==> config.mk <==
export PLATFORM = sky130hd
export DESIGN_NAME = cable_wrap_azimuth_unwrap_flat
export DESIGN_NICKNAME = d
export VERILOG_FILES = /design/src/rtl/cwa_pkg.sv /design/src/rtl/cwa_if.sv /design/src/rtl/cwa_step_unit.sv /design/src/rtl/cwa_limit_chk.sv /design/src/rtl/cable_wrap_azimuth_unwrap.sv /design/src/flat_wrapper.sv
export VERILOG_INCLUDE_DIRS = /design/src /design/src/rtl
export SDC_FILE = /design/constraint.sdc
export NUM_CORES = 1
export LEC_CHECK = 0
export BUFFER_PORTS_ARGS = -buffer_cell sky130_fd_sc_hd__buf_2
export CAP_MARGIN = 5
export CELL_PAD_IN_SITES_DETAIL_PLACEMENT = 0
export CELL_PAD_IN_SITES_GLOBAL_PLACEMENT = 1
export CORE_AREA = 2 2 254 256
export CTS_BUF_LIST = sky130_fd_sc_hd__clkbuf_16
export CTS_CLUSTER_SIZE = 20
export DETAILED_ROUTE_END_ITERATION = 16
export DIE_AREA = 0 0 256 258
export GPL_ROUTABILITY_DRIVEN = 0
export GPL_TIMING_DRIVEN = 0
export PLACE_DENSITY = 0.78
export SLEW_MARGIN = 20
export SYNTH_ARGS = -nofsm -noshare
export SYNTH_HDL_FRONTEND = slang
export SYNTH_SLANG_ARGS = --single-unit
==> constraint.sdc <==
create_clock -name clk -period 22.8 [get_ports clk]
set_input_delay 3.42 -clock clk [delete_from_list [all_inputs] [get_ports clk]]
set_output_delay 3.42 -clock clk [all_outputs]
set_load 0.02 [all_outputs]
==> src/rtl/cable_wrap_azimuth_unwrap_assert.svh <==
// assertion macros for the cable wrap azimuth unwrapper
// no dependencies; compiled out when SYNTH is defined
`ifndef CABLE_WRAP_AZIMUTH_UNWRAP_ASSERT_SVH
`define CABLE_WRAP_AZIMUTH_UNWRAP_ASSERT_SVH

`ifndef SYNTH
// same-cycle implication under synchronous reset
`define CWA_ASSERT_IMP(name, ck, rn, ante, cons) \
  name: assert property (@(posedge ck) disable iff (!rn) (ante) |-> (cons)) \
    else $error("cwa assertion failed");
// next-cycle implication under synchronous reset
`define CWA_ASSERT_NXT(name, ck, rn, ante, cons) \
  name: assert property (@(posedge ck) disable iff (!rn) (ante) |=> (cons)) \
    else $error("cwa assertion failed");
`else
`define CWA_ASSERT_IMP(name, ck, rn, ante, cons)
`define CWA_ASSERT_NXT(name, ck, rn, ante, cons)
`endif

`endif

==> src/rtl/cwa_pkg.sv <==
// shared constants, types and register codes of the azimuth unwrapper
// no dependencies
package cwa_pkg;

  // angle scaling and search bound
  localparam int TURN_BITS = 16;
  localparam int MAX_WRAPS = 4;

  // field widths
  localparam int AZ_W      = 18;
  localparam int AZI_W     = 16;
  localparam int EL_W      = 16;
  localparam int AZM_W     = 16;
  localparam int ELM_W     = 15;
  localparam int CFG_W     = 18;
  localparam int CFG_IDX_W = 3;

  // internal widths
  localparam int EB_W  = EL_W + 2;
  localparam int CUR_W = ((AZ_W + 1 > TURN_BITS) ? AZ_W + 1 : TURN_BITS)
                         + $clog2(MAX_WRAPS + 1) + 2;
  localparam int DW    = CUR_W + 2;
  localparam int K_W   = $clog2(MAX_WRAPS + 1);
  localparam int SEC_MUL = 360 / 3;
  localparam int PROD_W  = CUR_W + $clog2(SEC_MUL + 1) + 1;

  typedef logic signed [CUR_W-1:0]  az_t;
  typedef logic signed [DW-1:0]     az2_t;
  typedef logic signed [EB_W-1:0]   eb_t;
  typedef logic signed [PROD_W-1:0] prod_t;

  localparam az_t TURN    = az_t'(64'sd1 <<< TURN_BITS);
  localparam az_t OUT_MAX = az_t'((64'sd1 <<< (AZ_W - 1)) - 64'sd1);
  localparam az_t OUT_MIN = az_t'(-(64'sd1 <<< (AZ_W - 1)));
  localparam logic [K_W-1:0] MAX_K = K_W'(MAX_WRAPS);

  // register reset values
  localparam logic signed [AZ_W-1:0] AZ_LO_LIM_RST = AZ_W'(-49152);
  localparam logic signed [AZ_W-1:0] AZ_HI_LIM_RST = AZ_W'(49152);
  localparam logic [AZM_W-1:0]       AZ_MRG_RST    = '0;
  localparam logic signed [EL_W-1:0] EL_LO_LIM_RST = EL_W'(0);
  localparam logic signed [EL_W-1:0] EL_HI_LIM_RST = EL_W'(16384);
  localparam logic [ELM_W-1:0]       EL_MRG_RST    = '0;

  // register indexes
  typedef enum logic [CFG_IDX_W-1:0] {
    REG_AZ_LO_LIM = 3'd0,
    REG_AZ_HI_LIM = 3'd1,
    REG_AZ_LO_MRG = 3'd2,
    REG_AZ_HI_MRG = 3'd3,
    REG_EL_LO_LIM = 3'd4,
    REG_EL_HI_LIM = 3'd5,
    REG_EL_LO_MRG = 3'd6,
    REG_EL_HI_MRG = 3'd7
  } cfg_reg_t;

  // step unit verdict
  typedef struct packed {
    logic adv;
    az_t  cand;
  } step_res_t;

  // limit check flags
  typedef struct packed {
    logic in_lim;
    logic secure;
  } chk_res_t;

endpackage

==> src/rtl/cwa_if.sv <==
// request and result channel interfaces of the azimuth unwrapper
// depends on cwa_pkg
interface cwa_in_if;
  logic                              valid;
  logic                              ready;
  logic                              mode;
  logic [cwa_pkg::AZI_W-1:0]         az_in;
  logic signed [cwa_pkg::EL_W-1:0]   el_in;
  logic signed [cwa_pkg::AZ_W-1:0]   ref_az;

  modport source (output valid, mode, az_in, el_in, ref_az, input ready);
  modport sink   (input valid, mode, az_in, el_in, ref_az, output ready);
endinterface

interface cwa_out_if;
  logic                              valid;
  logic                              ready;
  logic signed [cwa_pkg::AZ_W-1:0]   unwrapped_az;
  logic                              secure;
  logic                              inside_res;

  modport source (output valid, unwrapped_az, secure, inside_res, input ready);
  modport sink   (input valid, unwrapped_az, secure, inside_res, output ready);
endinterface

==> src/rtl/cwa_step_unit.sv <==
// shared turn step unit: proposes the next candidate and decides whether to take it
// depends on cwa_pkg
module cwa_step_unit (
  input  cwa_pkg::az_t              cur,
  input  cwa_pkg::az_t              hi,
  input  cwa_pkg::az2_t             ref2,
  input  logic [cwa_pkg::K_W-1:0]   k,
  output cwa_pkg::step_res_t        res
);

  cwa_pkg::az_t  cand;
  cwa_pkg::az2_t d0;
  cwa_pkg::az2_t d1;
  cwa_pkg::az2_t m0;
  cwa_pkg::az2_t m1;

  // doubled distances to the reference, ties move up
  always_comb begin
    cand    = cur + cwa_pkg::TURN;
    d0      = (cwa_pkg::az2_t'(cur) <<< 1) - ref2;
    d1      = (cwa_pkg::az2_t'(cand) <<< 1) - ref2;
    m0      = d0[cwa_pkg::DW-1] ? -d0 : d0;
    m1      = d1[cwa_pkg::DW-1] ? -d1 : d1;
    res.adv = (k < cwa_pkg::MAX_K) && (cand <= hi) && !(m0 < m1);
    res.cand = cand;
  end

endmodule

==> src/rtl/cwa_limit_chk.sv <==
// limit check and secure margin test of the azimuth unwrapper
// depends on cwa_pkg
module cwa_limit_chk (
  input  cwa_pkg::az_t                     lo,
  input  cwa_pkg::az_t                     hi,
  input  cwa_pkg::az_t                     cur,
  input  logic [cwa_pkg::AZI_W-1:0]        az_in,
  input  logic signed [cwa_pkg::EL_W-1:0]  el_in,
  input  cwa_pkg::eb_t                     elo,
  input  cwa_pkg::eb_t                     ehi,
  output cwa_pkg::chk_res_t                res
);

  cwa_pkg::az_t  span;
  cwa_pkg::az_t  lo_low;
  cwa_pkg::az_t  hi_low;
  cwa_pkg::az_t  lo_rem;
  cwa_pkg::az_t  hi_rem;
  cwa_pkg::az_t  az_ext;
  cwa_pkg::eb_t  el_ext;
  cwa_pkg::az_t  gap_lo;
  cwa_pkg::az_t  gap_hi;
  cwa_pkg::prod_t p_lo;
  cwa_pkg::prod_t p_hi;
  logic          el_ok;
  logic          az_ok;

  // truncated remainders of the limits, sign follows the limit
  always_comb begin
    span   = hi - lo;
    lo_low = {{(cwa_pkg::CUR_W - cwa_pkg::TURN_BITS){1'b0}}, lo[cwa_pkg::TURN_BITS-1:0]};
    hi_low = {{(cwa_pkg::CUR_W - cwa_pkg::TURN_BITS){1'b0}}, hi[cwa_pkg::TURN_BITS-1:0]};
    lo_rem = (lo[cwa_pkg::CUR_W-1] && (lo_low != '0)) ? lo_low - cwa_pkg::TURN : lo_low;
    hi_rem = (hi[cwa_pkg::CUR_W-1] && (hi_low != '0)) ? hi_low - cwa_pkg::TURN : hi_low;
    az_ext = {{(cwa_pkg::CUR_W - cwa_pkg::AZI_W){1'b0}}, az_in};
    el_ext = cwa_pkg::eb_t'(el_in);
    el_ok  = (el_ext >= elo) && (el_ext <= ehi);
    az_ok  = (span >= cwa_pkg::TURN) || ((az_ext >= lo_rem) && (az_ext <= hi_rem));
    res.in_lim = el_ok && az_ok;
  end

  // more than three degrees inside both limits: gap * 120 > turn
  always_comb begin
    gap_lo = cur - lo;
    gap_hi = hi - cur;
    p_lo   = cwa_pkg::prod_t'(gap_lo) * cwa_pkg::prod_t'(cwa_pkg::SEC_MUL);
    p_hi   = cwa_pkg::prod_t'(gap_hi) * cwa_pkg::prod_t'(cwa_pkg::SEC_MUL);
    res.secure = (p_lo > cwa_pkg::prod_t'(cwa_pkg::TURN))
              && (p_hi > cwa_pkg::prod_t'(cwa_pkg::TURN));
  end

endmodule

==> src/rtl/cable_wrap_azimuth_unwrap.sv <==
// cable wrap azimuth unwrapper: a request goes from the reduce state through the step state
// (one step-unit decision per added turn plus the stopping one) to the finish state
// a new request is taken only in idle, once the last result is loaded into the output register
// a finished result may wait in the output register while the next request is worked on
// reset: synchronous, active low; config, state, valid get documented values; no clearing pass
// depends on cwa_pkg, cwa_if, cwa_step_unit, cwa_limit_chk and the assertion header
`include "cable_wrap_azimuth_unwrap_assert.svh"

module cable_wrap_azimuth_unwrap (
  input  logic                              clk,
  input  logic                              rst_n,
  input  logic                              cfg_we,
  input  logic [cwa_pkg::CFG_IDX_W-1:0]     cfg_idx,
  input  logic [cwa_pkg::CFG_W-1:0]         cfg_wdata,
  cwa_in_if.sink                            in_ch,
  cwa_out_if.source                         out_ch
);

  typedef enum logic [3:0] {
    S_IDLE   = 4'b0001,
    S_REDUCE = 4'b0010,
    S_STEP   = 4'b0100,
    S_FINISH = 4'b1000
  } state_t;

  // configuration registers
  logic signed [cwa_pkg::AZ_W-1:0]  az_lo_lim_r;
  logic signed [cwa_pkg::AZ_W-1:0]  az_hi_lim_r;
  logic [cwa_pkg::AZM_W-1:0]        az_lo_mrg_r;
  logic [cwa_pkg::AZM_W-1:0]        az_hi_mrg_r;
  logic signed [cwa_pkg::EL_W-1:0]  el_lo_lim_r;
  logic signed [cwa_pkg::EL_W-1:0]  el_hi_lim_r;
  logic [cwa_pkg::ELM_W-1:0]        el_lo_mrg_r;
  logic [cwa_pkg::ELM_W-1:0]        el_hi_mrg_r;

  // derived limits
  cwa_pkg::az_t   lo;
  cwa_pkg::az_t   hi;
  cwa_pkg::az2_t  nt2;
  cwa_pkg::eb_t   elo;
  cwa_pkg::eb_t   ehi;

  // request hold and working registers
  logic                              mode_r;
  logic [cwa_pkg::AZI_W-1:0]         az_r;
  logic signed [cwa_pkg::EL_W-1:0]   el_r;
  logic signed [cwa_pkg::AZ_W-1:0]   refaz_r;
  cwa_pkg::az_t                      cur_r,  cur_nxt;
  cwa_pkg::az2_t                     ref2_r, ref2_nxt;
  logic [cwa_pkg::K_W-1:0]           k_r,    k_nxt;
  logic                              inside_r, inside_nxt;
  state_t                            state_r, state_nxt;

  // output register
  logic                              out_valid_r;
  logic signed [cwa_pkg::AZ_W-1:0]   out_az_r;
  logic                              out_sec_r;
  logic                              out_ins_r;

  cwa_pkg::az_t                      diff;
  cwa_pkg::az_t                      sat;
  logic                              in_acc;
  logic                              fin_load;
  cwa_pkg::step_res_t                step;
  cwa_pkg::chk_res_t                 chk;

  assign in_acc   = in_ch.valid && in_ch.ready;
  assign fin_load = (state_r == S_FINISH) && (!out_valid_r || out_ch.ready);

  assign in_ch.ready         = (state_r == S_IDLE);
  assign out_ch.valid        = out_valid_r;
  assign out_ch.unwrapped_az = out_az_r;
  assign out_ch.secure       = out_sec_r;
  assign out_ch.inside_res   = out_ins_r;

  // configuration writes
  always_ff @(posedge clk) begin
    if (!rst_n) begin
      az_lo_lim_r <= cwa_pkg::AZ_LO_LIM_RST;
      az_hi_lim_r <= cwa_pkg::AZ_HI_LIM_RST;
      az_lo_mrg_r <= cwa_pkg::AZ_MRG_RST;
      az_hi_mrg_r <= cwa_pkg::AZ_MRG_RST;
      el_lo_lim_r <= cwa_pkg::EL_LO_LIM_RST;
      el_hi_lim_r <= cwa_pkg::EL_HI_LIM_RST;
      el_lo_mrg_r <= cwa_pkg::EL_MRG_RST;
      el_hi_mrg_r <= cwa_pkg::EL_MRG_RST;
    end else if (cfg_we) begin
      case (cwa_pkg::cfg_reg_t'(cfg_idx))
        cwa_pkg::REG_AZ_LO_LIM: az_lo_lim_r <= $signed(cfg_wdata[cwa_pkg::AZ_W-1:0]);
        cwa_pkg::REG_AZ_HI_LIM: az_hi_lim_r <= $signed(cfg_wdata[cwa_pkg::AZ_W-1:0]);
        cwa_pkg::REG_AZ_LO_MRG: az_lo_mrg_r <= cfg_wdata[cwa_pkg::AZM_W-1:0];
        cwa_pkg::REG_AZ_HI_MRG: az_hi_mrg_r <= cfg_wdata[cwa_pkg::AZM_W-1:0];
        cwa_pkg::REG_EL_LO_LIM: el_lo_lim_r <= $signed(cfg_wdata[cwa_pkg::EL_W-1:0]);
        cwa_pkg::REG_EL_HI_LIM: el_hi_lim_r <= $signed(cfg_wdata[cwa_pkg::EL_W-1:0]);
        cwa_pkg::REG_EL_LO_MRG: el_lo_mrg_r <= cfg_wdata[cwa_pkg::ELM_W-1:0];
        cwa_pkg::REG_EL_HI_MRG: el_hi_mrg_r <= cfg_wdata[cwa_pkg::ELM_W-1:0];
        default: ;
      endcase
    end
  end

  // offset limits, doubled neutral point and elevation bounds
  always_comb begin
    lo  = cwa_pkg::az_t'(az_lo_lim_r) + cwa_pkg::az_t'($signed({1'b0, az_lo_mrg_r}));
    hi  = cwa_pkg::az_t'(az_hi_lim_r) - cwa_pkg::az_t'($signed({1'b0, az_hi_mrg_r}));
    nt2 = cwa_pkg::az2_t'(az_lo_lim_r) + cwa_pkg::az2_t'(az_hi_lim_r);
    elo = cwa_pkg::eb_t'(el_lo_lim_r) + cwa_pkg::eb_t'($signed({1'b0, el_lo_mrg_r}));
    ehi = cwa_pkg::eb_t'(el_hi_lim_r) - cwa_pkg::eb_t'($signed({1'b0, el_hi_mrg_r}));
  end

  // shared step unit and limit check
  cwa_step_unit u_step (
    .cur  (cur_r),
    .hi   (hi),
    .ref2 (ref2_r),
    .k    (k_r),
    .res  (step)
  );

  cwa_limit_chk u_chk (
    .lo    (lo),
    .hi    (hi),
    .cur   (cur_r),
    .az_in (az_r),
    .el_in (el_r),
    .elo   (elo),
    .ehi   (ehi),
    .res   (chk)
  );

  // sequencer: reduce, step by turns, finish
  always_comb begin
    state_nxt  = state_r;
    cur_nxt    = cur_r;
    ref2_nxt   = ref2_r;
    k_nxt      = k_r;
    inside_nxt = inside_r;
    diff       = {{(cwa_pkg::CUR_W - cwa_pkg::AZI_W){1'b0}}, az_r} - lo;
    case (state_r)
      S_IDLE: begin
        if (in_acc) state_nxt = S_REDUCE;
      end
      S_REDUCE: begin
        cur_nxt    = lo + cwa_pkg::az_t'($signed({1'b0, diff[cwa_pkg::TURN_BITS-1:0]}));
        ref2_nxt   = mode_r ? (cwa_pkg::az2_t'(refaz_r) <<< 1) : nt2;
        k_nxt      = '0;
        inside_nxt = chk.in_lim;
        state_nxt  = S_STEP;
      end
      S_STEP: begin
        if (step.adv) begin
          cur_nxt = step.cand;
          k_nxt   = k_r + 1'b1;
        end else begin
          state_nxt = S_FINISH;
        end
      end
      S_FINISH: begin
        if (fin_load) state_nxt = S_IDLE;
      end
      default: state_nxt = S_IDLE;
    endcase
  end

  always_ff @(posedge clk) begin
    if (!rst_n) begin
      state_r <= S_IDLE;
    end else begin
      state_r <= state_nxt;
    end
  end

  // request capture and working values
  always_ff @(posedge clk) begin
    if (in_acc) begin
      mode_r  <= in_ch.mode;
      az_r    <= in_ch.az_in;
      el_r    <= in_ch.el_in;
      refaz_r <= in_ch.ref_az;
    end
    cur_r    <= cur_nxt;
    ref2_r   <= ref2_nxt;
    k_r      <= k_nxt;
    inside_r <= inside_nxt;
  end

  // saturate to the result range
  always_comb begin
    if (cur_r > cwa_pkg::OUT_MAX) begin
      sat = cwa_pkg::OUT_MAX;
    end else if (cur_r < cwa_pkg::OUT_MIN) begin
      sat = cwa_pkg::OUT_MIN;
    end else begin
      sat = cur_r;
    end
  end

  // output register
  always_ff @(posedge clk) begin
    if (!rst_n) begin
      out_valid_r <= 1'b0;
    end else if (fin_load) begin
      out_valid_r <= 1'b1;
    end else if (out_ch.ready) begin
      out_valid_r <= 1'b0;
    end
  end

  always_ff @(posedge clk) begin
    if (fin_load) begin
      out_az_r  <= $signed(sat[cwa_pkg::AZ_W-1:0]);
      out_sec_r <= chk.secure;
      out_ins_r <= inside_r;
    end
  end

  // checks on the sequencer
  `CWA_ASSERT_IMP(a_state_onehot, clk, rst_n, 1'b1, $onehot(state_r))
  `CWA_ASSERT_NXT(a_accept_reduce, clk, rst_n, in_ch.valid && in_ch.ready, state_r == S_REDUCE)
  `CWA_ASSERT_IMP(a_wrap_bound, clk, rst_n, state_r == S_STEP, k_r <= cwa_pkg::MAX_K)
  `CWA_ASSERT_IMP(a_valid_from_finish, clk, rst_n, $rose(out_valid_r), $past(state_r) == S_FINISH)

endmodule

==> src/flat_wrapper.sv <==
// flat-port wrapper written by rule: the top's interface ports become plain ports
module cable_wrap_azimuth_unwrap_flat 
  (clk, rst_n, cfg_we, cfg_idx, cfg_wdata, in_ch_valid, in_ch_mode, in_ch_az_in, in_ch_el_in, in_ch_ref_az, in_ch_ready, out_ch_valid, out_ch_unwrapped_az, out_ch_secure, out_ch_inside_res, out_ch_ready);
  cwa_in_if in_ch_i ();
  cwa_out_if out_ch_i ();
  input  logic clk;
  input  logic rst_n;
  input  logic cfg_we;
  input  logic [cwa_pkg::CFG_IDX_W-1:0] cfg_idx;
  input  logic [cwa_pkg::CFG_W-1:0] cfg_wdata;
  input wire logic [$bits(in_ch_i.valid)-1:0] in_ch_valid;
  input wire logic [$bits(in_ch_i.mode)-1:0] in_ch_mode;
  input wire logic [$bits(in_ch_i.az_in)-1:0] in_ch_az_in;
  input wire logic [$bits(in_ch_i.el_in)-1:0] in_ch_el_in;
  input wire logic [$bits(in_ch_i.ref_az)-1:0] in_ch_ref_az;
  output wire logic [$bits(in_ch_i.ready)-1:0] in_ch_ready;
  output wire logic [$bits(out_ch_i.valid)-1:0] out_ch_valid;
  output wire logic [$bits(out_ch_i.unwrapped_az)-1:0] out_ch_unwrapped_az;
  output wire logic [$bits(out_ch_i.secure)-1:0] out_ch_secure;
  output wire logic [$bits(out_ch_i.inside_res)-1:0] out_ch_inside_res;
  input wire logic [$bits(out_ch_i.ready)-1:0] out_ch_ready;
  assign in_ch_i.valid = in_ch_valid;
  assign in_ch_i.mode = in_ch_mode;
  assign in_ch_i.az_in = in_ch_az_in;
  assign in_ch_i.el_in = in_ch_el_in;
  assign in_ch_i.ref_az = in_ch_ref_az;
  assign in_ch_ready = in_ch_i.ready;
  assign out_ch_valid = out_ch_i.valid;
  assign out_ch_unwrapped_az = out_ch_i.unwrapped_az;
  assign out_ch_secure = out_ch_i.secure;
  assign out_ch_inside_res = out_ch_i.inside_res;
  assign out_ch_i.ready = out_ch_ready;
  cable_wrap_azimuth_unwrap u_core (.clk(clk), .rst_n(rst_n), .cfg_we(cfg_we), .cfg_idx(cfg_idx), .cfg_wdata(cfg_wdata), .in_ch(in_ch_i), .out_ch(out_ch_i));
endmodule
# Word level (Yosys, flattened, before mapping)
# Index checks and enable logic that the tools add are counted.
[classes]
addsub = 18
n_mul = 2
n_lt_le_gt_ge = 12
n_eq_ne = 15
n_mux = 16
reduce_logical = 29
[op_table]
columns = ["op", "count"]
rows = [
  ["two-way mux 26 bit", 3],
  ["two-way mux 24 bit", 3],
  ["greater-than comparator 32 x 18 -> 1 bit (second input constant)", 2],
  ["multiplier 24 x 5 -> 29 bit (second input constant)", 2],
  ["negator 26 bit", 2],
  ["subtractor 25 x 26 -> 26 bit", 2],
  ["case mux 24 bit (2 select lines)", 1],
  ["subtractor 16 x 17 -> 18 bit (second input constant)", 2],
  ["nonzero test 16 bit", 2],
  ["< comparator 26 bit", 1],
  ["adder 24 x 18 -> 24 bit (second input constant)", 1],
  ["greater-or-equal comparator 17 x 24 -> 1 bit", 1],
  ["greater-or-equal comparator 24 x 18 -> 1 bit (second input constant)", 1],
  ["greater-than comparator 24 x 18 -> 1 bit (second input constant)", 1],
  ["less-or-equal comparator 17 x 24 -> 1 bit", 1],
  ["less-or-equal comparator 24 x 19 -> 1 bit", 1],
  ["< comparator 24 x 18 -> 1 bit (second input constant)", 1],
  ["subtractor 19 x 24 -> 24 bit", 1],
  ["subtractor 24 x 19 -> 24 bit", 1],
  ["adder 19 x 17 -> 20 bit", 1],
  ["subtractor 19 x 19 -> 20 bit", 1],
  ["adder 18 x 17 -> 19 bit", 1],
  ["adder 18 x 18 -> 19 bit", 1],
  ["subtractor 18 x 17 -> 19 bit", 1],
  ["other kinds (29)", 58],
]
[word_totals]
reg_bits = 260
in_bits = 77
out_inout_bits = 22
word_cells = 114

# Logic depth before layout (Yosys ltp)
[logic_depth]
ltp_word = 9
depth_mapped = 43
depth_no_buf = 43

# Cells and area by module
# From an unflattened synthesis, not the netlist that was laid out.
[hier_totals]
cells_unflattened = 3657
area_unflattened_um2 = 29902.4
[modules_own_cells]
columns = ["module", "instances", "cells_each", "area_per_inst_um2", "seq_area_each_um2"]
rows = [
  ["cable_wrap_azimuth_unwrap", 1, 1547, 14133.6, 6246.0],
  ["cwa_limit_chk", 1, 1452, 11114.4, 0.0],
  ["cwa_step_unit", 1, 658, 4654.5, 0.0],
]

# Worst setup path after synthesis
# Ideal clock, no wire load.
[synth_timing]
kind = "register to register"
startpoint = "register u_core.az_lo_mrg_r[0] (netlist bit)"
endpoint = "register u_core.out_sec_r, in the netlist u_core.out_ch.secure, data pin"
setup_time_ns = 0.261
arrival_time_ns = 7.960
required_ns = 22.539
path_slack_ns = 14.580
stages_incl_launch_ff = 41
path_buffers = 1
synth_period_minus_slack_ns = 8.220
cell_sequence = "dfxtp_1 > ha_1 > fa_1 > a21o_1 > a21oi_1 > xnor2_1 > inv_1 > ha_1 > o21a_1 > o31a_1 > o31a_1 > o211ai_1 > a31oi_1 > o31ai_1 > maj3_2 > o32a_1 > o21ai_0 > maj3_1 > [5 not listed] > inv_1 > fa_1 > inv_1 > ha_1 > clkbuf_1 > a21oi_1 > o22ai_1 > nor4b_1 > o2111ai_1 > nor3_1 > o2111ai_1 > nor3_1 > nand4_1 > o21ai_0 > nand2b_1 > a21boi_0 > a2111oi_2 > o311a_1"
[synth_rtl]
columns = ["item", "line", "text"]
rows = [
  ["from (decl)", "cable_wrap_azimuth_unwrap.sv:29", "logic [cwa_pkg::AZM_W-1:0] az_lo_mrg_r;"],
  ["from (signal assigned)", "cable_wrap_azimuth_unwrap.sv:81", "az_lo_mrg_r <= cwa_pkg::AZ_MRG_RST;"],
  ["from (signal assigned)", "cable_wrap_azimuth_unwrap.sv:91", "cwa_pkg::REG_AZ_LO_MRG: az_lo_mrg_r <= cfg_wdata[cwa_pkg::AZM_W-1:0];"],
  ["to (signal assigned)", "cable_wrap_azimuth_unwrap.sv:212", "out_sec_r <= chk.secure;"],
  ["to (decl)", "cable_wrap_azimuth_unwrap.sv:57", "logic out_sec_r;"],
]

==> results.md <==
Status:
- The run finished with clean final reports.

Logic synthesis:
- Of all flip-flops after synthesis, the portion carrying an async set or reset was 0.
- The number of nets handed over by synthesis was approximately 4,000.
- The cell area that synthesis handed to floorplanning was between 20,000 and 30,000 um^2.
- During synthesis, Yosys emitted a total of 0 warnings.
- For this run, the register share of the synthesized area comes to 0.221.
- Yosys mapped the design onto 93 distinct sky130hd cell types.
- The number of instances in the synthesized netlist is 3,444.
- The most used flip-flop cell after synthesis is sky130_fd_sc_hd__dfxtp_1.
- Dividing the synthesized area by the synthesized cell count gives 8.20 um^2.
- The number of synthesized flops with an enable pin is 118.
- The post-synthesis sequential element count is 253.

STA:
- The worst hold margin is 0.466 ns.
- The final max-slew violation count came to 0.
- At the pin with the least slew margin, the transition time is 1.16 ns.
- Headroom to the max-slew limit came out at 0.227.
- The part of the cycle the worst path needs is 0.444.
- The total negative slack for setup checks is 0 ns.
- The final count of hold timing violations is 0.
- Setup repair after global routing left no endpoint under its margin.
- Setup violations remaining at the end of the flow were counted as 0.
- Derived from the worst setup path, the maximum achievable clock frequency is 0.0988 GHz.
- The worst path in the final design needs a cycle of 10.12 ns, including I/O delays and setup.
- The final worst clock skew is 0.0410 ns.
- The final worst setup slack is 12.68 ns.

Layout:
- The most common cell after layout, fill and taps aside is sky130_fd_sc_hd__nand2_1.
- For this run, the share of the core covered by cells in the final layout is 0.483.
- The repair_antennas step left the layout with diodes totalling 0.
- For this run, the post-layout net count is 4,121.
- In the final layout, the share of cells above drive strength 1 is 0.0550.
- The area overhead of the layout relative to synthesis is 8.87%.
- In the layout the commonest cells are sky130_fd_sc_hd__nand2_1, sky130_fd_sc_hd__ha_1, sky130_fd_sc_hd__inv_1.

Clock tree:
- Post-CTS repair changed the size of 0 cells.
- The largest buffer count on any clock path is 3.
- The root buffer selected by CTS is sky130_fd_sc_hd__clkbuf_16.
- The count of buffers added by post-CTS timing repair for setup is 0.
- Counting the buffers created by CTS gives 30.
- Clock-pin slew was measured on the worst setup and hold paths at 0.06 ns.
- The CTS H-tree depth is 1.
- TritonCTS built the clock tree.
- At the later pin of the worst-skew pair, clock insertion delay measures 0.62 ns.
- The number of hold buffers added after CTS is 0.
- Counting every sink on the clock net gives 253.

GRT:
- The first global-routing pass estimated 129 mm of wire.
- The initial antenna violation count is 2.
- Summed over all layers, the global routing overflow is 0.
- Across every metal layer, demand over resource in global routing totals 0.245.
- Entering global routing, the biggest net connects 42 pins.
- The number of global-route vias before repair is 23,300.

Setup path:
- Of all nets on the critical path, the largest fanout is 8.
- The library cell appearing most often on the critical path is sky130_fd_sc_hd__ha_1.
- The sort of element at the start of the critical path is a flop.
- Grouping stages by cell kind, the critical path spends the most delay in compound AO/OA/AOI/OAI gates.
- The required time of the worst setup path is 23.11 ns.
- The critical path capture point type is a flop.
- The critical path is of the reg -> reg type.
- Data arrives at the worst endpoint at 10.42 ns.
- The largest stage delay on the critical path is 0.60 ns.
- The sum of buffers and inverters on the critical path is 3.
- The standard cell with the maximum stage delay on the critical path is sky130_fd_sc_hd__xor2_1.

Power:
- The worst IR drop on VDD is 0.198 mV.
- Power spread over the standard cell area amounts to 123 nW/um^2.
- In this run the static leakage power is 13.6 nW.
- The design draws 3.78 mW.

Job:
- The number of max-capacitance violations reported is 0.

Routing:
- The detailed router's first-iteration violation count is 1,463.
- Using the TritonRoute via totals, the vias-per-cell ratio works out to between 5 and 6.
- Across all layers, the routed design uses 24,300 vias.
- The number of iterations in the first detailed-routing pass is 5.
- The number of routed nets with antenna violations is 0.
- After detailed routing, the number of remaining DRC violations is 0.
- The aggregate routed wire length is 81.9 mm.
- The detailed-route wire length per cell is 18.5 um.

Floorplan:
- The number of I/O pins is 99.
- For this configuration, the core starts out at a cell density of 0.444.
- In this run the standard cell core region covers roughly 64,000 um^2.
- After floorplanning, the core was divided into 93 placement rows.
- Measured along the x axis, the die boundary spans about 260 um.
- The height of the die is roughly 260 um.
- The die covers 66,000 um^2.

Placed design:
- The post-DP HPWL is roughly 67 mm.
- The pre-CTS setup slack is 12.69 ns.
- The number of input and output port buffers inserted is 80.

Hold path:
- The worst min-delay path class is reg -> reg.
==> Yosys cell counts, drive strengths merged (9+ instances only) <==
master | count | area share
nand3 | 69 | 0.012
ha | 405 | 0.18
a21o | 95 | 0.025
dfxtp | 135 | 0.096
nand3b | 9 | 0.0024
a21boi | 141 | 0.037
a221oi | 10 | 0.0031
o21a | 41 | 0.011
a21oi | 204 | 0.036
nor3 | 62 | 0.011
xnor2 | 190 | 0.060
and2 | 26 | 0.0058
inv | 378 | 0.050
nand2 | 418 | 0.056
and3 | 27 | 0.0060
edfxtp | 118 | 0.13
mux2i | 13 | 0.0046
nand4 | 44 | 0.0097
nor4b | 9 | 0.0030
xor2 | 76 | 0.024
maj3 | 15 | 0.0054
o31ai | 25 | 0.0066
o21bai | 32 | 0.0085
o211ai | 20 | 0.0055
a31oi | 35 | 0.0083
nor4 | 18 | 0.0040
nor2b | 43 | 0.0095
nand2b | 49 | 0.011
a211o | 10 | 0.0031
o22ai | 10 | 0.0022
o21ai | 144 | 0.026
nor2 | 227 | 0.030
or2 | 11 | 0.0024
fa | 81 | 0.057
a211oi | 31 | 0.0088
nor3b | 11 | 0.0033
clkbuf | 87 | 0.012
or3 | 15 | 0.0033
a22oi | 9 | 0.0024
==> flip-flops by register name, summed over array words and instances, names as in the netlist, 3 cells and up <==
| name | cells |
|---|---|
| u_core.az_lo_mrg_r | 16 |
| u_core.az_lo_lim_r | 18 |
| u_core.refaz_r | 18 |
| u_core.az_hi_lim_r | 18 |
| u_core.el_hi_lim_r | 16 |
| u_core.ref2_r | 19 |
| u_core.k_r | 3 |
| u_core.el_lo_lim_r | 16 |
| u_core.el_lo_mrg_r | 15 |
| u_core.state_r | 4 |
| u_core.cur_r | 24 |
| u_core.az_hi_mrg_r | 16 |
| u_core.az_r | 16 |
| u_core.el_r | 16 |
| u_core.out_ch.unwrapped_az | 18 |
| u_core.el_hi_mrg_r | 15 |
==> worst reg2reg max path, delay by kind of cell, from the launching register on <==
| family | cells | cell delay, ns |
|---|---|---|
| adders and majority gates | 9 | 3.10 |
| AOI/OAI and AO/OA | 17 | 3.29 |
| buffers and inverters | 3 | 0.57 |
| and+or+nand+nor | 7 | 1.57 |
| xor gates and xnor gates | 2 | 0.98 |
| DFF | 1 | 0.34 |
==> final timing paths <==
| path | startpoint | to | slack [ns] | cells after the start |
|---|---|---|---|---|
| setup / recovery | u_core.az_lo_lim_r[0]$_SDFFE_PN0P_ | u_core.out_ch.secure$_DFFE_PP_ | 12.68 | 38 |
| hold / removal | u_core.el_hi_mrg_r[5]$_SDFFE_PN0P_ | u_core.el_hi_mrg_r[5]$_SDFFE_PN0P_ | 0.47 | 2 |
| setup reg to reg | u_core.az_lo_lim_r[0]$_SDFFE_PN0P_ | u_core.out_ch.secure$_DFFE_PP_ | 12.68 | 38 |
| hold reg to reg | u_core.el_hi_mrg_r[5]$_SDFFE_PN0P_ | u_core.el_hi_mrg_r[5]$_SDFFE_PN0P_ | 0.47 | 2 |
==> layout make-up <==
type,count,area (um^2)
Sequential cell,253,6250
Tap cell,855,1070
Fill cell,6410,32900
Clock inverter,24,170
Buffer,92,368
Multi-Input combinational cell,2720,20200
Timing Repair Buffer,82,433
Inverter,379,1430
Clock buffer,32,801
==> stage by stage <==
stage	cells	cell area, um^2
global route	4437	30800
global placement	4379	29700
detailed placement	4381	29800
floorplan	3444	28300
CTS	4437	30800
finish	4437	30800
==> report_power, final <==
group / switching [mW] / leakage [nW] / internal, mW
logic: 1.58 / 10.9 / 1.20
clock network: 0.215 / 0.496 / 0.266
registers: 0.0169 / 2.19 / 0.498
total: 1.81 / 13.6 / 1.96
==> kinds of logic after synthesis <==
group | after synthesis | synth area share
flip-flops | 253 | 0.221
multiplexers | 16 | 0.00580
AO/OA/AOI/OAI | 882 | 0.209
buffers and inverters | 471 | 0.0635
XOR/XNOR | 266 | 0.0836
AND/OR/NAND/NOR | 1055 | 0.175
adder cells (fa/ha/maj) | 501 | 0.242
==> routing by layer <==
metal / global-route usage / part of all wire / wire [um] / vias to the layer above
li1: - / - / - / 12300
met1: 0.313 / 0.44 / 36200 / 11300
met2: 0.429 / 0.47 / 38900 / 563
met3: 0.0278 / 0.048 / 3950 / 131
met4: 0.0798 / 0.035 / 2880 / 2
met5: 0 / 0.00016 / 13 / -
(Power assumes the default switching activity.)
